===== src/rtl/core/crs_pkg.sv =====
// Shared types and constants for the RGB contrast stretch block.
`timescale 1ns / 1ps
`default_nettype none
package crs_pkg;

	localparam int NUM_CH    = 3;
	localparam int CH_W      = 8;
	localparam int NUM_W     = 2 * CH_W;
	localparam int DIV_STEPS = CH_W;
	localparam int CNT_W     = $clog2(DIV_STEPS + 1);

	localparam logic [CH_W-1:0] FULL_SCALE = 8'd255;
	localparam logic [CH_W-1:0] LOW_RESET  = 8'd255;
	localparam logic [CH_W-1:0] HIGH_RESET = 8'd0;

	localparam logic MODE_MEASURE = 1'b0;
	localparam logic MODE_APPLY   = 1'b1;

	typedef logic [NUM_CH-1:0][CH_W-1:0]  pix_t;
	typedef logic [NUM_CH-1:0][NUM_W-1:0] num_t;

	typedef enum logic [1:0] {
		ST_IDLE,
		ST_PREP,
		ST_DIV,
		ST_DONE
	} state_t;

	typedef struct packed {
		logic load;
	} div_ctl_t;

	typedef struct packed {
		logic busy;
		logic done;
	} div_stat_t;

endpackage
`default_nettype wire


===== src/rtl/core/crs_track.sv =====
// Running per-channel minimum and maximum of measure-pass pixels.
`timescale 1ns / 1ps
`default_nettype none
module crs_track
	import crs_pkg::*;
(
	input  wire logic clk,
	input  wire logic arst_n,
	input  wire logic upd,
	input  wire logic restart,
	input  wire pix_t pix,
	output pix_t      lo,
	output pix_t      hi
);

	pix_t lo_q;
	pix_t hi_q;

	always_ff @(posedge clk or negedge arst_n) begin
		if (!arst_n) begin
			for (int c = 0; c < NUM_CH; c++) begin
				lo_q[c] <= LOW_RESET;
				hi_q[c] <= HIGH_RESET;
			end
		end else if (upd) begin
			for (int c = 0; c < NUM_CH; c++) begin
				if (restart) begin
					lo_q[c] <= pix[c];
					hi_q[c] <= pix[c];
				end else begin
					if (pix[c] < lo_q[c]) lo_q[c] <= pix[c];
					if (pix[c] > hi_q[c]) hi_q[c] <= pix[c];
				end
			end
		end
	end

	assign lo = lo_q;
	assign hi = hi_q;

	a_restart_flat: assert property (@(posedge clk) disable iff (!arst_n)
		upd && restart |=> lo_q == hi_q && lo_q == $past(pix))
		else $error("restart did not load low and high from the pixel");

	a_ordered: assert property (@(posedge clk) disable iff (!arst_n)
		upd |=> lo_q[0] <= hi_q[0] && lo_q[1] <= hi_q[1] && lo_q[2] <= hi_q[2])
		else $error("low above high after a measure beat");

	a_hold: assert property (@(posedge clk) disable iff (!arst_n)
		!upd |=> $stable(lo_q) && $stable(hi_q))
		else $error("range changed without a measure beat");

endmodule
`default_nettype wire


===== src/rtl/core/crs_div.sv =====
// Three-lane restoring divider, one quotient bit per lane per cycle.
`timescale 1ns / 1ps
`default_nettype none
module crs_div
	import crs_pkg::*;
(
	input  wire logic     clk,
	input  wire logic     arst_n,
	input  wire div_ctl_t ctl,
	input  wire num_t     num,
	input  wire pix_t     span,
	output div_stat_t     st,
	output pix_t          quo
);

	pix_t             rem_q;
	pix_t             sh_q;
	pix_t             span_q;
	logic [CNT_W-1:0] cnt_q;
	logic             busy_q;
	logic             done_q;

	logic [NUM_CH-1:0][CH_W+1:0] trial;

	always_comb begin
		for (int c = 0; c < NUM_CH; c++) begin
			trial[c] = {1'b0, rem_q[c], sh_q[c][CH_W-1]} - {2'b00, span_q[c]};
		end
	end

	// remainder starts at the upper half of the numerator: it is below the span
	// because the quotient fits in eight bits
	always_ff @(posedge clk) begin
		if (ctl.load) begin
			for (int c = 0; c < NUM_CH; c++) begin
				rem_q[c]  <= num[c][NUM_W-1:CH_W];
				sh_q[c]   <= num[c][CH_W-1:0];
				span_q[c] <= span[c];
			end
		end else if (busy_q) begin
			for (int c = 0; c < NUM_CH; c++) begin
				if (!trial[c][CH_W+1]) begin
					rem_q[c] <= trial[c][CH_W-1:0];
					sh_q[c]  <= {sh_q[c][CH_W-2:0], 1'b1};
				end else begin
					rem_q[c] <= {rem_q[c][CH_W-2:0], sh_q[c][CH_W-1]};
					sh_q[c]  <= {sh_q[c][CH_W-2:0], 1'b0};
				end
			end
		end
	end

	always_ff @(posedge clk or negedge arst_n) begin
		if (!arst_n) begin
			cnt_q  <= '0;
			busy_q <= 1'b0;
			done_q <= 1'b0;
		end else begin
			done_q <= 1'b0;
			if (ctl.load) begin
				cnt_q  <= '0;
				busy_q <= 1'b1;
			end else if (busy_q) begin
				cnt_q <= cnt_q + 1'b1;
				if (cnt_q == CNT_W'(DIV_STEPS - 1)) begin
					busy_q <= 1'b0;
					done_q <= 1'b1;
				end
			end
		end
	end

	assign st.busy = busy_q;
	assign st.done = done_q;
	assign quo     = sh_q;

	a_load_busy: assert property (@(posedge clk) disable iff (!arst_n)
		ctl.load |=> busy_q && cnt_q == '0)
		else $error("divider did not start on load");

	a_done_idle: assert property (@(posedge clk) disable iff (!arst_n)
		done_q |-> !busy_q && $past(busy_q))
		else $error("done without a finished run");

	a_cnt_range: assert property (@(posedge clk) disable iff (!arst_n)
		busy_q |-> cnt_q < CNT_W'(DIV_STEPS))
		else $error("step count out of range");

endmodule
`default_nettype wire


===== src/rtl/core/rgb_contrast_stretch_top.sv =====
// Top level of the RGB contrast stretch: sequencer, operand setup and output register.
//
//  channel  | dir | tdata (low bit up)          | tuser (low bit up)
//  s_axis   | in  | red_in, green_in, blue_in   | mode, first_of_frame
//  m_axis   | out | red_out, green_out, blue_out| -
//
// Measure beats update the running range; no output beat.
// Apply beats go through capture, operand setup, 8 divider steps, the registered
// done flag and output load; the shared three-lane divider gives one
// quotient bit per lane per cycle.
// Reset clears the range to low 255 / high 0 and empties the output register.
// Output stalls hold only the final load; s_axis_tready is low while an apply beat runs.
`timescale 1ns / 1ps
`default_nettype none
module rgb_contrast_stretch_top
	import crs_pkg::*;
(
	input  wire logic        clk,
	input  wire logic        arst_n,
	input  wire logic        s_axis_tvalid,
	output logic             s_axis_tready,
	input  wire logic [23:0] s_axis_tdata,  // red_in, green_in, blue_in
	input  wire logic [1:0]  s_axis_tuser,  // mode, first_of_frame
	output logic             m_axis_tvalid,
	input  wire logic        m_axis_tready,
	output logic [23:0]      m_axis_tdata   // red_out, green_out, blue_out
);

	state_t state_q;
	state_t state_nxt;

	pix_t              pix_in;
	pix_t              pix_q;
	pix_t              lo;
	pix_t              hi;
	pix_t              quo;
	pix_t              span;
	num_t              num;
	logic [NUM_CH-1:0] zero_q;
	logic [NUM_CH-1:0] full_q;
	pix_t              out_q;
	logic              out_vld_q;

	logic      acc;
	logic      upd;
	logic      out_load;
	div_ctl_t  dctl;
	div_stat_t dst;

	assign pix_in[0] = s_axis_tdata[7:0];
	assign pix_in[1] = s_axis_tdata[15:8];
	assign pix_in[2] = s_axis_tdata[23:16];

	assign acc = s_axis_tvalid && s_axis_tready;
	assign upd = acc && s_axis_tuser[0] == MODE_MEASURE;

	crs_track u_track (
		.clk     (clk),
		.arst_n  (arst_n),
		.upd     (upd),
		.restart (s_axis_tuser[1]),
		.pix     (pix_in),
		.lo      (lo),
		.hi      (hi)
	);

	// numerator (v - lo) * 255 as (d << 8) - d
	always_comb begin
		for (int c = 0; c < NUM_CH; c++) begin
			span[c] = hi[c] - lo[c];
			num[c]  = {pix_q[c] - lo[c], {CH_W{1'b0}}} - {{CH_W{1'b0}}, pix_q[c] - lo[c]};
		end
	end

	crs_div u_div (
		.clk    (clk),
		.arst_n (arst_n),
		.ctl    (dctl),
		.num    (num),
		.span   (span),
		.st     (dst),
		.quo    (quo)
	);

	always_comb begin
		state_nxt = state_q;
		case (state_q)
			ST_IDLE: if (acc && s_axis_tuser[0] == MODE_APPLY) state_nxt = ST_PREP;
			ST_PREP: state_nxt = ST_DIV;
			ST_DIV:  if (dst.done) state_nxt = ST_DONE;
			ST_DONE: if (!out_vld_q || m_axis_tready) state_nxt = ST_IDLE;
			default: state_nxt = ST_IDLE;
		endcase
	end

	always_comb begin
		s_axis_tready = 1'b0;
		dctl.load     = 1'b0;
		out_load      = 1'b0;
		case (state_q)
			ST_IDLE: s_axis_tready = 1'b1;
			ST_PREP: dctl.load = 1'b1;
			ST_DIV:  ;
			ST_DONE: out_load = !out_vld_q || m_axis_tready;
			default: ;
		endcase
	end

	always_ff @(posedge clk or negedge arst_n) begin
		if (!arst_n) begin
			state_q   <= ST_IDLE;
			out_vld_q <= 1'b0;
		end else begin
			state_q <= state_nxt;
			if (out_load) out_vld_q <= 1'b1;
			else if (m_axis_tready) out_vld_q <= 1'b0;
		end
	end

	always_ff @(posedge clk) begin
		if (acc) pix_q <= pix_in;
		if (state_q == ST_PREP) begin
			for (int c = 0; c < NUM_CH; c++) begin
				zero_q[c] <= hi[c] <= lo[c] || pix_q[c] <= lo[c];
				full_q[c] <= pix_q[c] >= hi[c];
			end
		end
		if (out_load) begin
			for (int c = 0; c < NUM_CH; c++) begin
				if (zero_q[c])      out_q[c] <= '0;
				else if (full_q[c]) out_q[c] <= FULL_SCALE;
				else                out_q[c] <= quo[c];
			end
		end
	end

	assign m_axis_tvalid = out_vld_q;
	assign m_axis_tdata  = {out_q[2], out_q[1], out_q[0]};

	a_apply_starts: assert property (@(posedge clk) disable iff (!arst_n)
		acc && s_axis_tuser[0] == MODE_APPLY |=> state_q == ST_PREP ##1 dst.busy)
		else $error("apply beat did not start the divider");

	a_no_accept_busy: assert property (@(posedge clk) disable iff (!arst_n)
		dst.busy |-> !s_axis_tready)
		else $error("input accepted while dividing");

	a_load_shows: assert property (@(posedge clk) disable iff (!arst_n)
		out_load |=> m_axis_tvalid)
		else $error("output load lost");

	a_no_overwrite: assert property (@(posedge clk) disable iff (!arst_n)
		out_load |-> !out_vld_q || m_axis_tready)
		else $error("pending output overwritten");

endmodule
`default_nettype wire


===== config.mk =====
export PLATFORM = sky130hd
export DESIGN_NAME = rgb_contrast_stretch_top
export DESIGN_NICKNAME = d
export VERILOG_FILES = /design/src/rtl/core/crs_pkg.sv /design/src/rtl/core/crs_track.sv /design/src/rtl/core/crs_div.sv /design/src/rtl/core/rgb_contrast_stretch_top.sv
export SDC_FILE = /design/constraint.sdc
export NUM_CORES = 1
export LEC_CHECK = 0
export BUFFER_PORTS_ARGS = -buffer_cell sky130_fd_sc_hd__buf_4
export CAP_MARGIN = 20
export CORE_UTILIZATION = 57
export CTS_CLUSTER_SIZE = 16
export DETAILED_ROUTE_END_ITERATION = 8
export PLACE_DENSITY_LB_ADDON = 0.05
export RECOVER_POWER = 25
export SLEW_MARGIN = 20
export SYNTH_ARGS = -nofsm -noshare
export SYNTH_HDL_FRONTEND = slang
export SYNTH_SLANG_ARGS = --single-unit

===== constraint.sdc =====
create_clock -name clk -period 2.9 [get_ports clk]
set_clock_uncertainty 0.05 [all_clocks]
set_input_delay 0 -clock clk [delete_from_list [all_inputs] [get_ports clk]]
set_output_delay 0 -clock clk [all_outputs]
set_load 0.05 [all_outputs]

; Word-level counts from Yosys, hierarchy flattened
; Index checks and enable logic that the tools add are counted.
; Widths: inputs -> output; s select.
[op_classes]
mux = 42
bitwise_logic = 1
addsub = 13
magnitude_cmp = 15
n_reduce_logical = 24
n_eq_ne = 7
[ops]
columns = cell, n
row1 = $mux 8, 18
row2 = $mux 24, 4
row3 = $le 8x8->1, 6
row4 = $sub 16x8->16, 3
row5 = $sub 8x8->8, 6
row6 = $sub 9x8->10, 3
row7 = $ge 8x8->1, 3
row8 = $gt 8x8->1, 3
row9 = $lt 8x8->1, 3
row10 = $reduce_bool 2->1, 8
row11 = $mux 1, 14
row12 = $reduce_and 2->1, 6
row13 = $mux 4, 2
row14 = $pmux 2 s4, 1
row15 = $mux 2, 3
row16 = $add 4x1->4 const B, 1
row17 = $eq 2x2->1 const B, 2
row18 = $eq 4x3->1 const B, 1
row19 = $logic_or 1x1->1, 4
row20 = $ne 2x2->1 const B, 2
row21 = $logic_and 1x1->1, 3
row22 = $reduce_and 3->1, 1
row23 = $eq 2x1->1 const B, 1
row24 = $logic_not 2->1, 1
row25 = 3 further kinds, 3
[totals]
reg_bits = 183
word_cells = 130
out_inout_bits = 26
input_bits = 30

; Logic depth before layout (Yosys ltp)
[depth]
ltp_word = 6
depth_mapped = 11
mapped_depth_nobuf = 11

; Cells and area by module
; A second synthesis with hierarchy kept.
[hier_totals]
hier_cells = 1276
hier_area_um2 = 13357.8
[by_module_without_submodules]
columns = mod, cells_per_inst, area_each_um2, seq_area_each_um2, instances
row1 = rgb_contrast_stretch_top, 632, 5655.4, 1696.6, 1
row2 = crs_div, 350, 4393.0, 2312.2, 1
row3 = crs_track, 294, 3309.4, 1231.2, 1

; Worst setup path before layout
; No wires, ideal clock.
[synth_timing]
path_type = register to register
start = register state_q[0]
end = register u_track.hi_q, in the netlist u_track.hi[17]
period_less_slack_ns = 3.057
t_arrival_ns = 2.882
path_buffers = 0
slack_ns = -0.157
setup_ns = 0.125
path_stages_with_launch = 8
required_ns = 2.725
path_cell_list = dfrtp_1 inv_1 ha_1 and2_1 nor2b_1 o21ai_0 a31oi_2 mux2_2
[synth_via]
elab_chain_len = 5
[synth_rtl]
columns = element, line_no
row1 = "start, declared", rgb_contrast_stretch_top.sv:29  ; state_t state_q;
row2 = "start signal, assigned", rgb_contrast_stretch_top.sv:114  ; state_q <= state_nxt;
row3 = $logic_not 2->1, rgb_contrast_stretch_top.sv:100  ; case (state_q)
row4 = $mux 1, rgb_contrast_stretch_top.sv:100
row5 = via s_axis_tready, rgb_contrast_stretch_top.sv:21  ; output logic s_axis_tready,
row6 = $logic_and 1x1->1, rgb_contrast_stretch_top.sv:54  ; assign acc = s_axis_tvalid && s_axis_tready;
row7 = via acc, rgb_contrast_stretch_top.sv:44  ; logic acc;
row8 = $logic_and 1x1->1, rgb_contrast_stretch_top.sv:55  ; assign upd = acc && s_axis_tuser[0] == MODE_MEASURE;
row9 = $reduce_and 2->1 (no source line), n/a
row10 = "end signal, assigned by index", crs_track.sv:29  ; hi_q[c] <= pix[c];
row11 = "end, declared", crs_track.sv:17  ; pix_t hi_q;
; The timed path passes the listed nets, and every way through them passes these cells.
; A chain may end at the register's enable or synchronous reset.

; Worst setup path in the final report
[layout_timing]
start = register u_track.lo_q, in the netlist u_track.lo[20]
end = register u_div.sh_q, in the netlist u_div.quo[23] (data pin)
[layout_via]
elab_chain_len = 3
[layout_rtl]
columns = element, line_no
row1 = "start, declared", crs_track.sv:16  ; pix_t lo_q;
row2 = "start signal, assigned by index", crs_track.sv:28  ; lo_q[c] <= pix[c];
row3 = $sub 8x8->8, rgb_contrast_stretch_top.sv:71  ; num[c] = {pix_q[c] - lo[c], {CH_W{1'b0}}} - {{CH_W{1'b0}}, pix_q[c] - lo[c]};
row4 = $sub 16x8->16, rgb_contrast_stretch_top.sv:71
row5 = $mux 24, crs_div.sv:34  ; if (ctl.load) begin
row6 = "end signal, assigned by index", crs_div.sv:37  ; sh_q[c] <= num[c][CH_W-1:0];
row7 = "end signal, assigned by index", crs_div.sv:44  ; sh_q[c] <= {sh_q[c][CH_W-2:0], 1'b1};
row8 = "end signal, assigned by index", crs_div.sv:47  ; sh_q[c] <= {sh_q[c][CH_W-2:0], 1'b0};
row9 = "end, declared", crs_div.sv:17  ; pix_t sh_q;
; No other way between the ends.

==> impl_metrics.toml <==
[detailed_routing]
post_drt_via_cell_ratio = 5.82
m1WireLength_um = 15600
drcViolationCount = 0
dr.max_layer_used = "met4"
wl_met3_um = 1190
routedWlPerCell_um = 17.7
wl_met2_um = 12200
vias = 9642
first_iter_violations = 656
totalWireLength_um = 29300
drtPass1Iterations = 5
ant_nets = 0

[sta]
final_hold_viol_count = 0
timing.final.crit_share_pct = 99.3
rsz0062_at_grt = "true"
fin_setup_tns_ns = 0
worstMarginPinSlew_ns = 1.66
maxSlewHeadroom_pct = -10.9
period_minus_slack_ns = 2.88
setup_viol = 0
max_freq_mhz = 347
maxSlewViolCount = 58

[clock_tree]
clock-root-buffer = "clkbuf_16"
cts_tree = "built"
numCtsBuffers = 17
htree_num_levels = 4
cts.reportedPaths.clkPinSlew_ns = 0.08
clockBufferDepth = 2
clock_latency_ns = 0.44
cts.sinks = 183

[synth]
synthesis.nets = 1406
synth-edff-count = 126
synth_seq_cells = 183
synthDistinctLibCells = 75
yosys_most_used_dff = "edfxtp_1"
yosys.area.top_type_share_pct = 30.0
ys_seq_area_share_pct = 41.5
yosys_warnings = 0
async_reset_ff_share_pct = 31.1
postSynthCellCount = 1218
synth_area_leaders = "edfxtp_1, ha_1, dfrtp_1, mux2_2, dfstp_2"
syn_avg_cell_area_um2 = 10.4
yosysTopAreaCell = "edfxtp_1"
syn_area_um2 = 12600

[global_routing]
grt_pass1_wl_um = 46500
gr-total-overflow = 0
grt_pass1_vias = 9178
grt_util_all_layers_pct = 26.5
antenna_found_initial = 0
grt_start_max_net_pins = 67

[worst_hold_path]
whs_endpoint = "u_track.hi[16]$_DFFE_PN0P_"
hold_path_depth = 5
worstHoldStart = "s_axis_tuser[0]"
hold_class = "input pin to register"

[place]
dpl.hpwl_um = 21900
placed_area_um2 = 13800
io_buffer_count = 55
routabilityCongestion = 0.884

[setup_path]
required_ns = 3.05
path_cells = "inv_1 -> ha_1 -> o21ai_0 -> or2_2 -> a221oi_2 -> o211ai_1 -> xor2_1 -> mux2_4"
crit_path_start_kind = "register"
crit_arrival_ns = 3.03
rr_startpoint = "u_track.lo[20]$_DFFE_PN1P_"
r2r_end = "u_div.quo[23]$_DFFE_PP_"
worst-setup-path-type = "register to register"
r2r_slack_ns = 0.02
critPathCaptureType = "register"
cp_max_fo = 5
critPathSlowestCell = "dfstp_2"
max_stage_delay_ns = 0.53
r2r_cells = 8

[floorplan]
ios = 56
core_area_um2 = 21800
dieArea_um2 = 22700
start_util_pct = 58.0
rows = 54
die_x_um = 151
die_h_um = 151

[finish]
multi_input_area_um2 = 7090
area_growth_pct = 18.1
finalInstanceArea_um2 = 14900
final_nets = 1552
drive_gt1_share_pct = 20.0
register_area_um2 = 5240
diodes = 0
nFillCells = 1763

[status]
status = "finished with violations"
violations = "max-capacitance violations, max-slew violations"

[run]
drv_cap = 1
-- worst max path at each step --
stage | start | endpoint | slack, ns
floorplan | u_track.lo[8]$_DFFE_PN1P_ | u_div.quo[14]$_DFFE_PP_ | 0.02
global placement | u_track.lo[16]$_DFFE_PN1P_ | u_div.quo[23]$_DFFE_PP_ | 0.007
detailed placement | u_track.lo[0]$_DFFE_PN1P_ | u_div.quo[7]$_DFFE_PP_ | -0.05
CTS | u_track.lo[0]$_DFFE_PN1P_ | u_div.quo[7]$_DFFE_PP_ | -0.006
global route | u_track.lo[16]$_DFFE_PN1P_ | u_div.quo[23]$_DFFE_PP_ | -0.06
finish | u_track.lo[20]$_DFFE_PN1P_ | u_div.quo[23]$_DFFE_PP_ | 0.02
-- state kept, by name, indices dropped and copies added, names as in the netlist --
name,flops
full_q,3
m_axis_tdata,24
m_axis_tvalid,1
pix_q,24
state_q,2
u_div.busy_q,1
u_div.cnt_q,4
u_div.done_q,1
u_div.quo,24
u_div.rem_q,24
u_div.span_q,24
u_track.hi,24
u_track.lo,24
zero_q,3
-- per-layer routing --
metal  up-vias  GRT usage [%]
li1       4761              -
met1      4651           42.0
met2       205           37.9
met3        25           3.97
met4         0           5.45
met5         -              0
-- stage by stage --
stage	utilization, %	worst slack, ns	hold slack (ns)	instances
6_report	68.5	0.0211	0.0279	1657
5_1_grt	68.5	-0.0648	0.0520	1657
3_3_place_gp	63.4	0.00702	0.0887	1590
3_5_place_dp	63.4	-0.0499	0.0965	1590
4_1_cts	67.6	-0.00597	0.0168	1651
2_1_floorplan	-	0.0176	-0.346	1218
-- worst max-delay path, delay by kind of cell, from the launching register on --
family	cells	cell delay, ns
and+or+nand+nor	1	0.36
buffers and inverters	1	0.08
AOI/OAI and AO/OA	3	0.73
adders and majority gates	1	0.40
xor gates and xnor gates	1	0.21
muxes	1	0.26
DFF	1	0.53
-- kinds of logic after synthesis --
logic type      share of synthesized area (%)
compound gates                           16.0
fa+ha+maj                                16.2
simple gates                             13.0
xor+xnor                                 2.29
mux                                      6.44
buf+inv                                  4.47
flops                                    41.5
-- layout make-up --
class,instances,share of cell area (%)
timing repair buffer,153,7.68
inverter,124,3.12
tap,280,2.35
sequential,183,35.2
multi-input combinational,885,47.6
clock inverter,15,1.19
clock buffer,17,2.86
-- what timing repair did --
item,4_1_cts,5_1_grt
resized for setup,4,47
buffers inserted,2,7
hold buffers,27,0
pin swaps,3,22
setup endpoints to repair,7,28
hold endpoints to repair,106,0
-- cell usage in the layout (no fill, tap or decap), types with 6 or more instances in the layout --
cell type and instances:
a211oi_1 7, a21boi_0 11, a21o_1 17, a21oi_1 55
buf_4 98, clkbuf_1 24, clkbuf_16 17, dfrtp_1 33
dfstp_2 24, dlygate4sd3_1 27, edfxtp_1 126, fa_1 6
ha_1 142, inv_1 123, mux2_2 56, mux2i_1 17
nand2_1 50, nand2b_1 16, nand3_1 15, nand4_1 17
nor2_1 110, nor2b_1 31, nor3_1 27, nor4_1 10
o211ai_1 14, o21a_1 31, o21ai_0 61, o21ai_1 7
o22ai_1 6, o31a_1 10, or2_2 9, or3_1 9
xnor2_1 16, xor2_1 13
-- synth_stat cells, types with 24 or more instances --
cell type	count
a21oi_1	55
dfstp_2	24
o21ai_0	64
nor2_1	112
ha_1	149
nor3_1	28
nor2b_1	31
edfxtp_1	126
mux2_2	57
o21a_1	31
inv_1	124
nand2_1	50
dfrtp_1	33
Power is left out: the tool's default activity adds up to more than one toggle a clock period on the data nets, which glitch-free logic cannot reach.
